`src/hw/rtl/spaced_symbol_rearranger_macros.svh`:
```
// Assertion macros for the spaced symbol rearranger.
// Used by ssr_dpath, the RTL file that carries concurrent checks; no other dependencies.
`ifndef SPACED_SYMBOL_REARRANGER_MACROS_SVH
`define SPACED_SYMBOL_REARRANGER_MACROS_SVH
`ifndef SYNTHESIS
`define SSR_ASSERT_IMP(label, clk, rst_n, ante, cons) \
    label: assert property (@(posedge clk) disable iff (!rst_n) (ante) |-> (cons)) \
        else $error("ssr check failed");
`define SSR_ASSERT_NXT(label, clk, rst_n, ante, cons) \
    label: assert property (@(posedge clk) disable iff (!rst_n) (ante) |=> (cons)) \
        else $error("ssr check failed");
`else
`define SSR_ASSERT_IMP(label, clk, rst_n, ante, cons)
`define SSR_ASSERT_NXT(label, clk, rst_n, ante, cons)
`endif
`endif

```
`src/hw/rtl/ssr_pkg.sv`:
```
// Shared types and constants for the spaced symbol rearranger.
// No dependencies; imported by every module of the block except ssr_ram.
`default_nettype none
package ssr_pkg;

    localparam int ALPHABET_DEF = 26;
    localparam int MAX_LEN_DEF  = 65536;
    localparam int SYM_W        = 5;
    localparam int CMD_W        = 2;

    localparam logic [CMD_W-1:0] CMD_COUNT = 2'd0;
    localparam logic [CMD_W-1:0] CMD_DRAW  = 2'd1;
    localparam logic [CMD_W-1:0] CMD_CLEAR = 2'd2;

    typedef struct packed {
        logic [CMD_W-1:0] command;
        logic [SYM_W-1:0] symbol;
    } in_word_t;

    typedef struct packed {
        logic [SYM_W-1:0] picked;
        logic             fail;
    } out_word_t;

    typedef enum logic [2:0] {
        ST_IDLE,
        ST_CNT_WR,
        ST_SCAN,
        ST_DRAIN,
        ST_PICK
    } state_t;

    typedef struct packed {
        logic cnt_rd;
        logic cnt_wr;
        logic scan_start;
        logic scan_step;
        logic pick;
        logic clear;
    } ctl_cmd_t;

    typedef struct packed {
        logic scan_last;
        logic out_busy;
    } dp_sts_t;

endpackage
`default_nettype wire

```
`src/hw/rtl/ssr_ram.sv`:
```
// Generic single-write, single-read RAM with registered read data.
// No dependencies.
`default_nettype none
module ssr_ram #(
    parameter int WIDTH = 17,
    parameter int DEPTH = 26,
    localparam int AW   = $clog2(DEPTH)
) (
    input  wire logic             clk,
    input  wire logic             we,
    input  wire logic [AW-1:0]    waddr,
    input  wire logic [WIDTH-1:0] wdata,
    input  wire logic             re,
    input  wire logic [AW-1:0]    raddr,
    output logic      [WIDTH-1:0] rdata
);

    logic [WIDTH-1:0] mem_reg [DEPTH];

    always_ff @(posedge clk)
    begin
        if (we)
        begin
            mem_reg[waddr] <= wdata;
        end
        if (re)
        begin
            rdata <= mem_reg[raddr];
        end
    end

endmodule
`default_nettype wire

```
`src/hw/rtl/ssr_ctrl.sv`:
```
// Controller state machine: sequences count, clear and draw commands.
// Depends on ssr_pkg; drives the datapath through ctl_cmd_t.
`default_nettype none
module ssr_ctrl
    import ssr_pkg::*;
(
    input  wire logic             clk,
    input  wire logic             rst_n,
    input  wire logic             cmd_valid,
    input  wire logic [CMD_W-1:0] command,
    output logic                  cmd_stall,
    input  wire dp_sts_t          sts,
    output ctl_cmd_t              ctl
);

    state_t state_reg;
    state_t state_next;
    logic   accept;

    assign cmd_stall = (state_reg != ST_IDLE);
    assign accept    = cmd_valid & ~cmd_stall;

    always_ff @(posedge clk or negedge rst_n)
    begin
        if (!rst_n)
        begin
            state_reg <= ST_IDLE;
        end
        else
        begin
            state_reg <= state_next;
        end
    end

    always_comb
    begin
        state_next = state_reg;
        case (state_reg)
            ST_IDLE:
            begin
                if (accept)
                begin
                    case (command)
                        CMD_COUNT: state_next = ST_CNT_WR;
                        CMD_DRAW:  state_next = ST_SCAN;
                        default:   state_next = ST_IDLE;
                    endcase
                end
            end
            ST_CNT_WR: state_next = ST_IDLE;
            ST_SCAN:
            begin
                if (sts.scan_last)
                begin
                    state_next = ST_DRAIN;
                end
            end
            ST_DRAIN:  state_next = ST_PICK;
            ST_PICK:
            begin
                if (!sts.out_busy)
                begin
                    state_next = ST_IDLE;
                end
            end
            default:   state_next = ST_IDLE;
        endcase
    end

    always_comb
    begin
        ctl = '0;
        case (state_reg)
            ST_IDLE:
            begin
                if (accept)
                begin
                    case (command)
                        CMD_COUNT: ctl.cnt_rd     = 1'b1;
                        CMD_DRAW:  ctl.scan_start = 1'b1;
                        CMD_CLEAR: ctl.clear      = 1'b1;
                        default:   ctl            = '0;
                    endcase
                end
            end
            ST_CNT_WR: ctl.cnt_wr    = 1'b1;
            ST_SCAN:   ctl.scan_step = 1'b1;
            ST_PICK:   ctl.pick      = ~sts.out_busy;
            default:   ctl           = '0;
        endcase
    end

endmodule
`default_nettype wire

```
`src/hw/rtl/ssr_dpath.sv`:
```
// Datapath: count store with valid bits, scan comparator, pick history
// and result register. Depends on ssr_pkg, ssr_ram and the macros header.
`default_nettype none
`include "spaced_symbol_rearranger_macros.svh"
module ssr_dpath
    import ssr_pkg::*;
#(
    parameter int ALPHABET = ALPHABET_DEF,
    parameter int MAX_LEN  = MAX_LEN_DEF
) (
    input  wire logic             clk,
    input  wire logic             rst_n,
    input  wire logic [SYM_W-1:0] symbol,
    input  wire ctl_cmd_t         ctl,
    output dp_sts_t               sts,
    output logic                  res_valid,
    input  wire logic             res_stall,
    output out_word_t             res_word
);

    localparam int AW    = $clog2(ALPHABET);
    localparam int IDX_W = $clog2(ALPHABET + 1);
    localparam int CW    = $clog2(MAX_LEN + 1);
    localparam int XW    = (IDX_W > SYM_W) ? IDX_W : SYM_W;
    localparam logic [IDX_W-1:0] NONE = IDX_W'(ALPHABET);

    logic [ALPHABET-1:0] valid_reg;
    logic                rd_valid_reg;
    logic [AW-1:0]       sym_addr_reg;
    logic                sym_ok_reg;
    logic [AW-1:0]       scan_idx_reg;
    logic [AW-1:0]       cmp_idx_reg;
    logic                rd_pend_reg;
    logic [IDX_W-1:0]    best_reg;
    logic [CW-1:0]       best_cnt_reg;
    logic [IDX_W-1:0]    last_reg;
    logic [IDX_W-1:0]    before_reg;
    logic                out_valid_reg;
    out_word_t           out_word_reg;

    logic [XW-1:0]       sym_ext;
    logic                sym_ok;
    logic [AW-1:0]       in_addr;
    logic                rd_en;
    logic [AW-1:0]       rd_addr;
    logic [CW-1:0]       rdata;
    logic [CW-1:0]       eff_cnt;
    logic                wr_en;
    logic [AW-1:0]       wr_addr;
    logic [CW-1:0]       wr_data;
    logic [IDX_W-1:0]    cmp_idx_ext;
    logic                eligible;
    logic                found;

    assign sym_ext     = XW'(symbol);
    assign sym_ok      = (sym_ext < XW'(ALPHABET));
    assign in_addr     = sym_ok ? AW'(sym_ext) : '0;
    assign rd_en       = ctl.cnt_rd | ctl.scan_step;
    assign rd_addr     = ctl.cnt_rd ? in_addr : scan_idx_reg;
    assign eff_cnt     = rd_valid_reg ? rdata : '0;
    assign cmp_idx_ext = IDX_W'(cmp_idx_reg);
    assign eligible    = (cmp_idx_ext != last_reg) && (cmp_idx_ext != before_reg);
    assign found       = (best_reg != NONE);

    always_comb
    begin
        wr_en   = 1'b0;
        wr_addr = sym_addr_reg;
        wr_data = eff_cnt;
        if (ctl.cnt_wr)
        begin
            wr_en = sym_ok_reg;
            if (eff_cnt < CW'(MAX_LEN))
            begin
                wr_data = eff_cnt + CW'(1);
            end
        end
        else if (ctl.pick)
        begin
            wr_en   = found;
            wr_addr = AW'(best_reg);
            wr_data = best_cnt_reg - CW'(1);
        end
    end

    ssr_ram #(
        .WIDTH (CW),
        .DEPTH (ALPHABET)
    ) u_counts (
        .clk   (clk),
        .we    (wr_en),
        .waddr (wr_addr),
        .wdata (wr_data),
        .re    (rd_en),
        .raddr (rd_addr),
        .rdata (rdata)
    );

    always_ff @(posedge clk or negedge rst_n)
    begin
        if (!rst_n)
        begin
            valid_reg     <= '0;
            last_reg      <= NONE;
            before_reg    <= NONE;
            rd_pend_reg   <= 1'b0;
            out_valid_reg <= 1'b0;
        end
        else
        begin
            rd_pend_reg <= ctl.scan_step;
            if (ctl.clear)
            begin
                valid_reg  <= '0;
                last_reg   <= NONE;
                before_reg <= NONE;
            end
            else if (wr_en)
            begin
                valid_reg[wr_addr] <= 1'b1;
            end
            if (ctl.pick && found)
            begin
                before_reg <= last_reg;
                last_reg   <= best_reg;
            end
            if (ctl.pick)
            begin
                out_valid_reg <= 1'b1;
            end
            else if (!res_stall)
            begin
                out_valid_reg <= 1'b0;
            end
        end
    end

    always_ff @(posedge clk)
    begin
        if (rd_en)
        begin
            rd_valid_reg <= valid_reg[rd_addr];
        end
        if (ctl.cnt_rd)
        begin
            sym_addr_reg <= in_addr;
            sym_ok_reg   <= sym_ok;
        end
        if (ctl.scan_start)
        begin
            scan_idx_reg <= '0;
            best_reg     <= NONE;
            best_cnt_reg <= '0;
        end
        else
        begin
            if (ctl.scan_step)
            begin
                scan_idx_reg <= scan_idx_reg + AW'(1);
                cmp_idx_reg  <= scan_idx_reg;
            end
            if (rd_pend_reg && eligible && (eff_cnt > best_cnt_reg))
            begin
                best_reg     <= cmp_idx_ext;
                best_cnt_reg <= eff_cnt;
            end
        end
        if (ctl.pick)
        begin
            out_word_reg.picked <= found ? SYM_W'(best_reg) : '0;
            out_word_reg.fail   <= ~found;
        end
    end

    assign sts.scan_last = (scan_idx_reg == AW'(ALPHABET - 1));
    assign sts.out_busy  = out_valid_reg & res_stall;
    assign res_valid     = out_valid_reg;
    assign res_word      = out_word_reg;

    `SSR_ASSERT_NXT(a_hist_shift, clk, rst_n, ctl.pick && found, last_reg == $past(best_reg))
    `SSR_ASSERT_IMP(a_pick_spaced, clk, rst_n, ctl.pick && found,
        (best_reg != last_reg) && (best_reg != before_reg))
    `SSR_ASSERT_IMP(a_best_nonzero, clk, rst_n, ctl.pick && found, best_cnt_reg != '0)

endmodule
`default_nettype wire

```
`src/hw/rtl/spaced_symbol_rearranger.sv`:
```
// Spaced symbol rearranger: a count reads, then writes back in a write state;
// clear and any other command do not stall. Draw: a scan with one count RAM read per
// cycle, a drain state, then a pick/update state; only after it is a new word taken.
// One command at a time; a waiting result stalls only a later draw, in its pick cycle.
// Reset (asynchronous, active low) empties all counts through per-entry valid bits
// and sets the pick history to none; no clearing pass is needed.
`default_nettype none
module spaced_symbol_rearranger
    import ssr_pkg::*;
#(
    parameter int ALPHABET = ALPHABET_DEF,
    parameter int MAX_LEN  = MAX_LEN_DEF
) (
    input  wire logic      clk,
    input  wire logic      rst_n,
    input  wire logic      cmd_valid,
    output logic           cmd_stall,
    input  wire in_word_t  cmd_word,
    output logic           res_valid,
    input  wire logic      res_stall,
    output out_word_t      res_word
);

    ctl_cmd_t ctl;
    dp_sts_t  sts;

    ssr_ctrl u_ctrl (
        .clk       (clk),
        .rst_n     (rst_n),
        .cmd_valid (cmd_valid),
        .command   (cmd_word.command),
        .cmd_stall (cmd_stall),
        .sts       (sts),
        .ctl       (ctl)
    );

    ssr_dpath #(
        .ALPHABET (ALPHABET),
        .MAX_LEN  (MAX_LEN)
    ) u_dpath (
        .clk       (clk),
        .rst_n     (rst_n),
        .symbol    (cmd_word.symbol),
        .ctl       (ctl),
        .sts       (sts),
        .res_valid (res_valid),
        .res_stall (res_stall),
        .res_word  (res_word)
    );

endmodule
`default_nettype wire

```
`config.mk`:
```
export PLATFORM = sky130hd
export DESIGN_NAME = spaced_symbol_rearranger
export DESIGN_NICKNAME = d
export VERILOG_FILES = /design/src/hw/rtl/ssr_pkg.sv /design/src/hw/rtl/ssr_ram.sv /design/src/hw/rtl/ssr_ctrl.sv /design/src/hw/rtl/ssr_dpath.sv /design/src/hw/rtl/spaced_symbol_rearranger.sv
export VERILOG_INCLUDE_DIRS = /design/src /design/src/hw/rtl
export SDC_FILE = /design/constraint.sdc
export NUM_CORES = 1
export LEC_CHECK = 0
export ABC_AREA = 1
export BUFFER_PORTS_ARGS = -buffer_cell sky130_fd_sc_hd__buf_2
export CORE_ASPECT_RATIO = 1.75
export CORE_UTILIZATION = 57
export DETAILED_ROUTE_END_ITERATION = 12
export MAX_ROUTING_LAYER = met4
export PLACE_DENSITY = 0.83
export RECOVER_POWER = 50
export SLEW_MARGIN = 20
export SYNTH_ARGS = -nofsm -noshare
export SYNTH_HDL_FRONTEND = slang
export SYNTH_SLANG_ARGS = --single-unit
export TNS_END_PERCENT = 1
```
`constraint.sdc`:
```
create_clock -name clk -period 3.2 [get_ports clk]
set_input_delay 0.64 -clock clk [delete_from_list [all_inputs] [get_ports clk]]
set_output_delay 0.64 -clock clk [all_outputs]
set_load 0.05 [all_outputs]
```
After elaboration in Yosys (flattened, before gate mapping) --
Memory sizes are Yosys's and may differ from the RTL's. A register that Yosys moved wholly into a read port is not among the register bits. Index checks and enable logic that the tools add are counted.
Word-level totals: RAM bits 442, latch bits 0, bits in read-only memories 0, bits in registers 86, logic and storage cells 97, memories kept 1, output and inout bits 8, input bits 11
Memory list:
- u_dpath.u_counts.mem_reg | words 26, width 17, read ports 1, clocked after Yosys merged registers in 1, wr ports 1, RTL line ssr_ram.sv:18 | logic [WIDTH-1:0] mem_reg [DEPTH];
Operators by class: equal/unequal tests 14, multipliers 0, bitwise operators 8, div/mod/pow operators 0, $lt $le $gt $ge 6, multiplexer cells 38, reductions and logical operators 12, add/sub/neg operators 3, shift operators 0
Operators with widths (number):
- two-way mux 17 bit | 4
- two-way mux 26 bit | 2
- two-way mux 5 bit | 7
- bitwise OR 26 bit | 1
- adder 17 x 1 -> 17 bit (second input constant) | 1
- > comparator 17 bit | 1
- less-than comparator 17 bit (second input constant) | 1
- subtractor 17 x 1 -> 17 bit (second input constant) | 1
- two-way mux 1 bit | 14
- less-than comparator 5 x 6 -> 1 bit (second input constant) | 2
- one-hot mux 3 bit (4 select lines) | 1
- inequality test 5 bit | 2
- two-way mux 3 bit | 3
- == test 3 x 2 -> 1 bit (second input constant) | 2
- two-way mux 6 bit | 1
- one-hot mux 1 bit (2 select lines) | 3
- adder 5 x 1 -> 5 bit (second input constant) | 1
- binary-select mux 1 bit (select 5 bit) | 1
- demux 1 bit (select 5 bit) | 1
- == test 5 bit (second input constant) | 1
- greater-or-equal comparator 5 x 1 -> 1 bit (second input constant) | 1
- logical AND 1 bit | 5
- less-than comparator 5 bit (second input constant) | 1
- inequality test 5 bit (second input constant) | 1
- 16 further kinds | 23

Depth between registers and ports, before layout --
word-level depth 14, mapped depth 17, depth with buffers taken out 15

Cells and area by module --
Synthesis repeated with hierarchy kept, for this count alone.
Second synthesis, totals: cell total of the unflattened synthesis 2448, area total of the unflattened synthesis 24629.9 um^2
By module, submodules not included:
- ssr_ram | times used 1, sequential area each 13783.2 um^2, area each 18920.6 um^2, cells an instance 1652
- ssr_dpath | times used 1, sequential area each 2039.5 um^2, area each 5489.0 um^2, cells an instance 764
- ssr_ctrl | times used 1, sequential area each 75.1 um^2, area each 220.2 um^2, cells an instance 32

Worst setup path before layout --
No wires, ideal clock.
path type reg2reg, start register u_dpath.rd_valid_reg, end memory u_dpath.u_counts.mem_reg[0][10] (data pin), path buffers 2, data required time 2792 ps, library setup time 408 ps, data arrival time 2652 ps, path slack 141 ps, period minus slack after synthesis 3059 ps, cell stages (with the launch flop) 13, path through edfxtp_1 buf_4 buf_2 nand2_1 inv_1 ha_1 nand4_1 nor2_1 nand2_1 nor2_1 nand2_1 xor2_1 o21ai_0
On the way: longest elaborated chain between the ends 4, elaborated cells between the ends (all ways) 6, those cells by class 1 x add/sub; 1 x order compare; 4 x mux
Ends and longest elaborated chain:
- from (decl) | RTL line ssr_dpath.sv:28 | logic rd_valid_reg;
- from (signal assigned) | RTL line ssr_dpath.sv:142 | rd_valid_reg <= valid_reg[rd_addr];
- two-way mux 17 bit * | RTL line ssr_dpath.sv:60 | assign eff_cnt = rd_valid_reg ? rdata : '0;
- named net u_dpath.eff_cnt[0] | RTL line ssr_dpath.sv:47 | logic [CW-1:0] eff_cnt;
- adder 17 x 1 -> 17 bit / less-than comparator 17 bit (equally long branches) | RTL line ssr_dpath.sv:75, ssr_dpath.sv:73
- two-way mux 17 bit * | RTL line ssr_dpath.sv:73 | if (eff_cnt < CW'(MAX_LEN))
- two-way mux 17 bit * | RTL line ssr_dpath.sv:70 | if (ctl.cnt_wr)
- named net u_dpath.u_counts.wdata[10] | RTL line ssr_ram.sv:12 | input wire logic [WIDTH-1:0] wdata,
- to (decl) | RTL line ssr_ram.sv:18
The timed path passes the listed nets; every way through them passes the cells marked *.

Worst setup path after layout --
start register u_ctrl.state_reg[2], end memory u_dpath.u_counts.mem_reg[22][4] (data pin)
On the way: longest elaborated chain between the ends 4, elaborated cells between the ends (all ways) 7, those cells by class 2 x eq/ne; 4 x mux; 1 x reduce/logical
Ends and longest elaborated chain:
- from (decl) | RTL line ssr_ctrl.sv:16 | state_t state_reg;
- from (signal assigned) | RTL line ssr_ctrl.sv:31 | state_reg <= state_next;
- == test 3 bit / logical NOT 3 bit (equally long branches) | RTL line ssr_ctrl.sv:73 | case (state_reg)
- one-hot mux 1 bit (2 select lines) | RTL line ssr_ctrl.sv:73
- two-way mux 17 bit | RTL line ssr_dpath.sv:78 | else if (ctl.pick)
- two-way mux 17 bit * | RTL line ssr_dpath.sv:70
- named net u_dpath.u_counts.wdata[4] | RTL line ssr_ram.sv:12
Marks and branches as above.

==> summary.md <==
| Metric | Value |
|---|---|
| Critical path peak fanout | 26 |
| CTS tree | built |
| CP required | 3.49 ns |
| Violated checks | max-capacitance violations, max-slew violations |
| Synthesized flop and latch total | 545 |
| Setup crit end kind | flop |
| Max rail drop VDD | 1.24 mV |
| Grt ovf | 0 |
| Core area | 43500 um2 |
| Mapped Nets | 2673 |
| Max-slew violations | 42 |
| DRT iter0 DRCs | 2193 |
| CTS max path bufs | 3 |
| # IOs | 19 |
| Via count | 18800 |
| Crit path max-delay family | buffers and inverters |
| Setup TNS | 0 ns |
| Async S/R FF share, synth | 7.52% |
| Period utilisation layout | 96.9% |
| DRT Wirelength | 67500 um |
| Unrepaired setup endpoints after global routing | no |
| Die width | 161 um |
| EDFF count, synth | 477 |
| Worst endpoint data arrival time | 3.39 ns |
| Vias in the first global route | 19100 |
| Die ar. | 44900 um2 |
| Critical path cell sequence | nor3_1 -> inv_1 -> a21oi_1 -> o21ai_0 -> o21ai_2 -> clkbuf_2 |
| Yosys top cell area share | 57.0% |
| Largest register FFs | 442 |
| Worst slew margin | -75.8% |
| Clock sinks | 545 |
| H-tree levels | 2 |
| DRC viols | 0 |
| Layout cells sized above 1 | 8.91% |
| Dominant cell type by area after synthesis | edfxtp_1 |
| Hold Slack | 0.306 ns |
| Worst skew pair latency | 0.60 ns |
| Clock transition at path regs | 0.07 ns |
| Seq/Total Area, Yosys | 63.3% |
| Tmin final | 3.10 ns |
| Synth cell count leaders | nand2_1, inv_1, edfxtp_1, nand3_1, nor2_1 |
| First-pass GRT wire length | 104000 um |
| # resized after CTS | 0 |
| Critical Path Source Type | flop |
| Critical path class | flop to flop |
| Measured slew at the worst slew-check pin | 2.64 ns |
| Drt pass-1 iters | 8 |
| Routability cong. | 0.941 |
| Synth area leaders | edfxtp_1, nand2_1, nand3_1 |
| Top FF cell, synth | edfxtp_1 |
| Power per cell area | 961 nW/um2 |
| Tot Pwr | 27.1 mW |
| Cells after synthesis | 2643 |
| Avg Cell Area, Syn | 9.50 um2 |
| N_diodes | 0 |
| Fmax | 0.323 GHz |
| Root buffer cell | clkbuf_16 |
| Final hold violation count | 0 |
| Dpl cells | 3226 |
| Most frequent cell after synthesis | nand2_1 |
| Wire per inst | 20.4 um |
| Synthesized cell area | 25100 um2 |
| GRT Util Overall | 31.6% |
| Port Buffers | 18 |
| Hold buffer count at CTS | 0 |
| Cell Count, Final, Fillers Out | 3315 |
| Max Cap Violations | 1 |
| Final Core Density | 64.8% |
| Routed Antenna Nets | 0 |
| Area Growth Syn to Fin | 12.1% |
| Post-detail-place hpwl | 44200 um |
| Distinct cells, synth | 44 |
| YS warnings | 0 |
| Status | finished with violations |
| Die H | 280 um |
| Worst clock skew | 0.0280 ns |
| Detailed-route vias per instance | 5.67 |
| Starting Density | 57.8% |
| Antenna violations before repair | 0 |
| Nets@finish | 2741 |
| Cell Rows | 101 |
| Largest net degree at the start of global routing | 59 |
| HP Class | input pin to flop |
| Setup violations, final | 0 |
| CP bufs+invs | 2 |
| Pleak | 12.5 nW |
| Critical Path Slowest Stage Cell | nor3_1 |
| CTS buffer count | 46 |
| Slowest cell delay on critical path | 0.80 ns |
## layer usage
metal  vias to the layer above  GRT usage, %  wire length, um  share of wire [%]
met5                         -             -                0                  0
met4                         0          20.6             4450                6.6
met3                       286          3.78             4930                7.3
met2                      1004          56.2            35800                 53
met1                      8837          32.8            22400                 33
li1                       8661             -                -                  -
## area by class of cell
cell class,count,area [um2]
clock buffers,61,1300
fillers,3270,15300
well taps,566,708
clock inverters,25,308
repair buffers,128,1170
flip-flops and latches,545,15900
inverters,500,1880
multi-input cells,1490,6890
## final timing paths
check                                   startpoint                               to  slack (ns)  depth (start not counted)
setup / recovery               u_ctrl.state_reg[2]  u_dpath.u_counts.mem_reg[22][4]         0.1                          6
hold / removal                           res_stall                u_dpath.res_valid        0.31                          3
setup reg to reg               u_ctrl.state_reg[2]  u_dpath.u_counts.mem_reg[22][4]         0.1                          6
hold reg to reg            u_dpath.scan_idx_reg[2]           u_dpath.cmp_idx_ext[2]        0.44                          0
max in group asynchronous                    rst_n            u_dpath.valid_reg[24]        0.83                          1
min in group asynchronous                    rst_n              u_dpath.last_reg[0]        0.88                          1
## stage by stage
stage	cell area, um2	worst slack (ns)
after global placement	26700	0.106
after floorplan	25100	0.141
after global routing	28200	0.0458
after CTS	28300	0.316
final	28200	0.0993
after detailed placement	26700	0.0279
## repair_timing
item / CTS / global route
buffers inserted: 3 / 0
endpoints found under the hold margin: 0 / 0
setup endpoints to repair: 1 / 0
## worst reg2reg max path: cells and delay by family, from the launching register on
family | cells | cell delay (ns)
and+or+nand+nor | 1 | 0.80
DFF | 1 | 0.43
buffers and inverters | 2 | 1.05
AOI/OAI and AO/OA | 3 | 0.51
## layout by cell type (no fill, tap or decap), drive strengths merged, types with 13 or more instances in the layout
| cell type | instances |
|---|---|
| inv | 501 |
| ha | 19 |
| a21oi | 48 |
| dfxtp | 27 |
| nor3 | 25 |
| nor2 | 208 |
| dfrtp | 35 |
| clkbuf | 92 |
| edfxtp | 477 |
| clkinv | 16 |
| nand2 | 642 |
| o21ai | 89 |
| xor2 | 13 |
| nand3 | 401 |
| buf | 97 |
## cells by family after synthesis
group | synth area share (%)
AOI/OAI and AO/OA | 3.31
DFF | 63.3
adders and majority gates | 0.947
and+or+nand+nor | 22.1
xor gates and xnor gates | 0.663
buffers and inverters | 9.64
## report_power, final
part	switching, mW	leakage (nW)	total, mW	internal, mW
Clock	2.57	0.782	5.94	3.37
Combinational	7.75	6.63	10.8	3.04
Sequential	0.505	5.13	10.3	9.81
Total	10.8	12.5	27.1	16.2
Note: power is estimated with default switching activity, not from simulation.
